## src/design/assert_macros.svh

```systemverilog
// Assertion macros used by the RTL of the skip-ahead unit.
// No dependencies; included by lcg_minstd_skip_ahead_unit, which carries assertions.
`ifndef ASSERT_MACROS_SVH
`define ASSERT_MACROS_SVH

// Property checked on every rising clock edge outside reset.
`define ASSERT_CLK(label, clk, rst, prop) \
   label: assert property (@(posedge clk) disable iff (rst) (prop)) \
      else $error("assertion failed");

// Implication checked on every rising clock edge outside reset.
`define ASSERT_IMPL(label, clk, rst, cond, prop) \
   label: assert property (@(posedge clk) disable iff (rst) (cond) |-> (prop)) \
      else $error("assertion failed");

// Next-cycle implication checked outside reset.
`define ASSERT_NEXT(label, clk, rst, cond, prop) \
   label: assert property (@(posedge clk) disable iff (rst) (cond) |=> (prop)) \
      else $error("assertion failed");

`endif

```

## src/design/lcgms_pkg.sv

```systemverilog
// Package of the minimal standard generator skip-ahead unit: item types,
// modulus constants, Mersenne folding and the table of squared multipliers.
// No dependencies.
`default_nettype none

package lcgms_pkg;

   localparam int COUNT_BITS = 64;
   // The sign bit is never used for a multiply.
   localparam int BIT_LIMIT  = (COUNT_BITS > 63) ? 63 : COUNT_BITS;
   localparam int IDX_W      = $clog2(BIT_LIMIT);

   localparam logic [31:0] MOD31      = 32'h7FFF_FFFF;
   localparam logic [30:0] MULTIPLIER = 31'd16807;

   typedef struct packed {
      logic [30:0]        seed_in;
      logic signed [63:0] skip_count;
   } req_item_type;

   typedef struct packed {
      logic [30:0] seed_out;
      logic        count_error;
   } rsp_item_type;

   typedef logic [BIT_LIMIT-1:0][30:0] pow_table_type;

   // Two Mersenne folds and a final conditional subtract: always below 2^31-1.
   function automatic logic [30:0] fold31(input logic [61:0] x);
      logic [31:0] s1;
      logic [31:0] s2;
      s1 = {1'b0, x[30:0]} + {1'b0, x[61:31]};
      s2 = {1'b0, s1[30:0]} + 32'(s1[31]);
      if (s2 >= MOD31) begin
         s2 = s2 - MOD31;
      end
      return s2[30:0];
   endfunction

   function automatic logic [30:0] mulmod31(input logic [30:0] a, input logic [30:0] b);
      logic [61:0] x;
      x = 62'(a) * 62'(b);
      return fold31(x);
   endfunction

   // Entry k holds 16807^(2^k) mod 2^31-1; evaluated at elaboration.
   function automatic pow_table_type build_pow_table();
      pow_table_type t;
      logic [30:0]   p;
      p = MULTIPLIER;
      for (int k = 0; k < BIT_LIMIT; k++) begin
         t[k] = p;
         p    = mulmod31(p, p);
      end
      return t;
   endfunction

   localparam pow_table_type POW_TABLE = build_pow_table();

endpackage

`default_nettype wire

```

## src/design/lcgms_mulmod.sv

```systemverilog
// Shared modular multiply unit: registered 31x31 product, then Mersenne
// folding to a fully reduced residue. Depends on lcgms_pkg.
`default_nettype none

module lcgms_mulmod
   import lcgms_pkg::*;
(
   input  wire logic        clock,
   input  wire logic        mul_en,
   input  wire logic [30:0] mul_a,
   input  wire logic [30:0] mul_b,
   output logic      [30:0] fold_out
);

   logic [61:0] product_ff;
   logic [61:0] product_in;

   assign product_in = 62'(mul_a) * 62'(mul_b);

   always_ff @(posedge clock) begin
      if (mul_en) begin
         product_ff <= product_in;
      end
   end

   assign fold_out = fold31(product_ff);

endmodule

`default_nettype wire

```

## src/design/lcg_minstd_skip_ahead_unit.sv

```systemverilog
// Channel   Direction  Payload         Handshake
// req_      in         req_item_type   req_valid / req_ready
// rsp_      out        rsp_item_type   rsp_valid / rsp_ready
//
// From acceptance an item visits the scan state once per count bit up to its highest
// set bit and once more at the end; each set bit also passes the multiply state, where
// the shared multiply unit registers the product, and the fold state, which stores the seed.
// A zero count goes from scan straight to finish, a negative count from idle to finish.
// Synchronous reset clears the sequencer and the result valid flag. A stalled result is
// held in its register; the next item is taken while it waits, and its own result waits
// in the finish state until that register frees.
// Depends on lcgms_pkg, lcgms_mulmod and assert_macros.svh.
`default_nettype none

`include "assert_macros.svh"

module lcg_minstd_skip_ahead_unit
   import lcgms_pkg::*;
(
   input  wire logic         clock,
   input  wire logic         reset,
   input  wire logic         req_valid,
   output logic              req_ready,
   input  wire req_item_type req_data,
   output logic              rsp_valid,
   input  wire logic         rsp_ready,
   output rsp_item_type      rsp_data
);

   typedef enum logic [4:0] {
      ST_IDLE   = 5'b00001,
      ST_SCAN   = 5'b00010,
      ST_MUL    = 5'b00100,
      ST_FOLD   = 5'b01000,
      ST_FINISH = 5'b10000
   } state_type;

   state_type            state_ff, state_in;
   logic [30:0]          seed_ff, seed_in;
   logic [BIT_LIMIT-1:0] count_ff, count_in;
   logic [IDX_W-1:0]     bit_idx_ff, bit_idx_in;
   logic                 err_ff, err_in;
   logic                 rsp_valid_ff, rsp_valid_in;
   rsp_item_type         rsp_data_ff, rsp_data_in;

   logic                 mul_en;
   logic [30:0]          fold_out;
   logic                 slot_free;

   lcgms_mulmod u_mulmod (
      .clock    (clock),
      .mul_en   (mul_en),
      .mul_a    (seed_ff),
      .mul_b    (POW_TABLE[bit_idx_ff]),
      .fold_out (fold_out)
   );

   assign req_ready = (state_ff == ST_IDLE);
   assign slot_free = !rsp_valid_ff || rsp_ready;
   assign mul_en    = (state_ff == ST_MUL);

   always_comb begin
      state_in     = state_ff;
      seed_in      = seed_ff;
      count_in     = count_ff;
      bit_idx_in   = bit_idx_ff;
      err_in       = err_ff;
      rsp_valid_in = rsp_valid_ff;
      rsp_data_in  = rsp_data_ff;

      if (rsp_valid_ff && rsp_ready) begin
         rsp_valid_in = 1'b0;
      end

      case (state_ff)
         ST_IDLE: begin
            if (req_valid) begin
               seed_in    = req_data.seed_in;
               count_in   = req_data.skip_count[BIT_LIMIT-1:0];
               bit_idx_in = '0;
               err_in     = req_data.skip_count[63];
               state_in   = req_data.skip_count[63] ? ST_FINISH : ST_SCAN;
            end
         end
         ST_SCAN: begin
            // Bits already consumed are shifted out, so zero means done.
            if (count_ff == '0) begin
               state_in = ST_FINISH;
            end else if (count_ff[0]) begin
               state_in = ST_MUL;
            end else begin
               count_in   = count_ff >> 1;
               bit_idx_in = IDX_W'(bit_idx_ff + 1'b1);
            end
         end
         ST_MUL: begin
            state_in = ST_FOLD;
         end
         ST_FOLD: begin
            seed_in    = fold_out;
            count_in   = count_ff >> 1;
            bit_idx_in = IDX_W'(bit_idx_ff + 1'b1);
            state_in   = ST_SCAN;
         end
         ST_FINISH: begin
            if (slot_free) begin
               rsp_valid_in             = 1'b1;
               rsp_data_in.seed_out     = seed_ff;
               rsp_data_in.count_error  = err_ff;
               state_in                 = ST_IDLE;
            end
         end
         default: begin
            state_in = ST_IDLE;
         end
      endcase
   end

   always_ff @(posedge clock) begin
      if (reset) begin
         state_ff     <= ST_IDLE;
         rsp_valid_ff <= 1'b0;
      end else begin
         state_ff     <= state_in;
         rsp_valid_ff <= rsp_valid_in;
      end
   end

   always_ff @(posedge clock) begin
      seed_ff     <= seed_in;
      count_ff    <= count_in;
      bit_idx_ff  <= bit_idx_in;
      err_ff      <= err_in;
      rsp_data_ff <= rsp_data_in;
   end

   assign rsp_valid = rsp_valid_ff;
   assign rsp_data  = rsp_data_ff;

   `ASSERT_NEXT(a_neg_goes_finish, clock, reset,
      req_valid && req_ready && req_data.skip_count[63],
      state_ff == ST_FINISH && err_ff)
   `ASSERT_IMPL(a_fold_after_mul, clock, reset, state_ff == ST_FOLD,
      $past(state_ff) == ST_MUL)
   `ASSERT_IMPL(a_fold_reduced, clock, reset, state_ff == ST_FOLD,
      fold_out != MOD31[30:0])
   `ASSERT_IMPL(a_mul_bit_set, clock, reset, state_ff == ST_MUL,
      count_ff[0] && !err_ff)

endmodule

`default_nettype wire

```

## config.mk

```make
export PLATFORM = sky130hd
export DESIGN_NAME = lcg_minstd_skip_ahead_unit
export DESIGN_NICKNAME = d
export VERILOG_FILES = /design/src/design/lcgms_pkg.sv /design/src/design/lcgms_mulmod.sv /design/src/design/lcg_minstd_skip_ahead_unit.sv
export VERILOG_INCLUDE_DIRS = /design/src /design/src/design
export SDC_FILE = /design/constraint.sdc
export NUM_CORES = 2
export LEC_CHECK = 0
export BUFFER_PORTS_ARGS = -buffer_cell sky130_fd_sc_hd__buf_4
export CORE_MARGIN = 4
export CORE_UTILIZATION = 50
export DETAILED_ROUTE_END_ITERATION = 6
export GPL_TIMING_DRIVEN = 0
export PLACE_DENSITY = 0.74
export SLEW_MARGIN = 15
export SYNTH_ARGS = -nofsm -noshare
export SYNTH_HDL_FRONTEND = slang
export SYNTH_SLANG_ARGS = --single-unit
```

## constraint.sdc

```tcl
create_clock -name clock -period 12.95 [get_ports clock]
set_input_delay 0.6475 -clock clock [delete_from_list [all_inputs] [get_ports clock]]
set_output_delay 0.6475 -clock clock [all_outputs]
set_load 0.02 [all_outputs]
```

==> results <==
- The run finished with clean final reports.
- Setup violations remaining at the end of the flow were counted as 0.
- TritonCTS created 29 clock buffers.
- The total of buffers placed on input and output ports is approximately 130.
- Across the run, the number of max-cap violations was 0.
- Along the worst path, the maximum fanout reaches 12.
- The standard cell area after detailed placement is 46970 µm².
- The biggest area contributor in the post-synthesis netlist is fa_1.
- After synthesis the netlist holds a flip-flop and latch count of 232.
- In the global route stage, overall resource usage came out at 0.3484.
- The async set or reset register ratio after synthesis is 0.
- The die covers 93620 µm².
- On the final layout, the worst hold slack is approximately 250 ps.
- The height of the chip is 306.0 µm.
- The final total negative setup slack is 0 ps.
- The clock net in this run drives a total of 232 sinks.
- The final instance area is 48040 µm².
- During synthesis, Yosys emitted a total of 0 warnings.
- The HPWL reported at the end of detailed placement is 132700 µm.
- Headroom to the max-slew limit came out at 0.09882.
- The number of remaining DRC errors is 0.
- In this run, post-CTS hold repair placed 0 buffers.
- The final net count is 6173.
- In this run, distinct cell masters in the synthesized netlist total 90.
- The pin count of the biggest net entering global routing is 56.
- The kind of start point of the critical path is a flop.
- The delay of the slowest critical-path stage is between 1000 and 1500 ps.
- The overall via count from detail_route is 37.17k.
- When the netlist entered floorplanning its net count stood at approximately 6.0k.
- In the synthesized netlist the dominant register cell turns out to be edfxtp_1.
- The max-slew violation total from the final report came to 0.
- The tree is rooted in a clkbuf_16.
- The area growth from synthesis to layout is 8.207%.
- The detail route stage leaves a number of antenna-violating nets equal to 0.
- The clock transition at the register clock pins on the worst setup and hold paths after CTS is 60 ps.
- The slowest cell on the critical path is clkbuf_1.
- The most frequent cell after synthesis is fa_1.
- CTS built an H-tree with a depth of 1.
- The mapped netlist covers about 44000 µm².
- The final worst-path cycle share is 0.7482.
- The cell that appears most often on the critical path is fa_1.
- The clock passes through at most 3 buffers.
- Of the post-synthesis cell area, the dominant cell type holds 0.3779.
- In the final layout, the share of cells above drive strength 1 is 0.04600.
- In this run the standard cell core region covers 88240 µm².
- The average cell area after synthesis is 9.321 µm².
- Summed over all layers, the global routing overflow is 0.
- The mean number of vias per cell is between 6 and 7.
- The via count of the first global-routing pass is 37.86k.
- The initial cell density of the core is 0.5031.
- The data arrival time of the critical path is 10020 ps.
- The highest clock frequency the design can meet is ~100 MHz.
- At the pin with the least slew margin, the transition time is 1352 ps.
- At the end of routability-driven placement, the weighted congestion stood at 1.079.
- The first detailed-routing pass took 6 iterations.
- The setup path with the least slack is of type flop to flop.
- The clock reaches the later pin of the worst-skew pair after 610 ps.
- The final number of hold-violating endpoints is 0.
- The number of antenna violations at the first check in global routing was 16.
- For this block, the initial DRC count from the detailed router was 4504.
- The number of rows in the core area is approximately 110.
- Setup repair after global routing left no endpoint under its margin.
- The TritonCTS clock tree is built.
- The sequential-to-total area share from yosys stat is 0.1486.
- In this run the post-CTS setup repair buffer count came out at 0.
- The post-CTS resize count is 0.
- The class of the tightest hold or removal check is primary input to flop.
- The type of element capturing the critical path is a flop.
- By count the netlist is led by 838 x fa_1, 790 x inv_1, 620 x nand2_1.
- The critical path data required time is 13290 ps.
- After detailed routing, the average wire length per cell comes to approximately 27 µm.
- The time the final worst path needs with I/O delays and setup is 9689 ps.
- The routed wire length is 163800 µm.
- The first global-routing pass estimated around 240000 µm of wire.
- Counting the fill cells in the layout gives 7964.
- From left edge to right edge, the die measures 306.0 µm.
- The count of flip-flops with a built-in enable after synthesis is 195.
- By area the synthesized netlist is led by fa_1 38%, edfxtp_1 13%, ha_1 8.5%, and2_1 7.4%, inv_1 6.7%.
- Across the routed clock network, the largest skew measured is around 35 ps.
- After technology mapping, the gate count stands at 4763.
- The number of primary I/O pins is roughly 130.
## path summary, 6_finish.rpt
path / slack (ps) / cells past startpoint / startpoint / end
hold reg to reg: 450 / 0 / err_ff$_DFFE_PP_ / rsp_data[0]$_DFFE_PP_
setup / recovery: 3260 / 27 / u_mulmod.mul_b[11]$_DFF_P_ / u_mulmod.product_ff[60]$_DFFE_PP_
setup reg to reg: 3260 / 27 / u_mulmod.mul_b[11]$_DFF_P_ / u_mulmod.product_ff[60]$_DFFE_PP_
hold / removal: 250 / 2 / reset / state_ff[4]$_SDFFE_PP0P_
## metrics by stage
stage,setup WS [ps],utilization,std cells
2_1_floorplan,5503,-,4763
3_3_place_gp,3047,0.5309,6060
3_5_place_dp,3627,0.5323,6068
4_1_cts,3571,0.5441,6122
5_1_grt,3099,0.5442,6124
6_report,3261,0.5444,6132
## flip-flops by register name, summed over array words and instances, names as in the netlist
name                 cells
count_ff                63
u_mulmod.product_ff     62
rsp_data                32
seed_ff                 31
u_mulmod.mul_b          31
bit_idx_ff               6
state_ff                 5
err_ff                   1
rsp_valid                1
## layout by cell type, fill, tap and decap left out, types with 8 or more instances in the layout
cell type / count
diode_2: 10
fa_1: 838
nor2_1: 132
ha_1: 302
a31oi_1: 20
a211oi_1: 21
o21a_1: 17
o21ai_0: 113
nand2_1: 620
edfxtp_1: 195
o31ai_1: 26
xor2_1: 38
nand3b_1: 10
a221oi_1: 11
o22ai_1: 8
o21bai_1: 12
a21oi_1: 183
xnor2_1: 72
nor2b_1: 21
inv_1: 790
dfxtp_1: 37
mux2i_1: 11
or2_2: 8
nand4_1: 17
nor4_1: 23
and2_1: 524
clkbuf_16: 33
o211ai_1: 20
and3_1: 16
a22o_1: 76
nor3_1: 45
clkbuf_1: 278
buf_4: 137
nand2b_1: 22
nand3_1: 58
a21o_1: 51
a311oi_1: 15
## critical path, delay by kind of cell (launching register included)
kind,cells,cell delay [ps]
fa+ha+maj,9,4470
xor+xnor,1,130
compound gates,10,2590
simple gates,2,370
flops,1,560
buf+inv,5,1290
## final cells by class
class	count	area, µm²	share of cell area
multi-input cells	3447	33730	0.7022
flip-flops and latches	232	6596	0.1373
inverters	791	2969	0.06181
well taps	1165	1458	0.03034
plain buffers	293	1124	0.02339
repair buffers	140	1091	0.02271
clock buffers	38	875.8	0.01823
clock inverters	16	165.2	0.003438
diodes	10	25.02	0.0005209
## cells by family after synthesis
kind of cell | Yosys count | share of synthesized area
AOI/OAI and AO/OA | 653 | 0.09850
xor gates and xnor gates | 110 | 0.02170
adders and majority gates | 1140 | 0.4630
buffers and inverters | 1084 | 0.09211
DFF | 232 | 0.1486
muxes | 16 | 0.004058
and+or+nand+nor | 1528 | 0.1720
## per-layer routing
metal  share of wire  GRT usage  vias up  routed length, µm
li1                -          -    15450                  -
met1            0.36     0.4486    18510              59530
met2            0.42     0.5126     2537              68800
met3            0.13     0.1057      677              21290
met4           0.086     0.2254        8              14100
met5         0.00046          0        -                 75
Power is not shown: default switching activity piles up to over one toggle a cycle in this logic, so the estimate is an artifact.
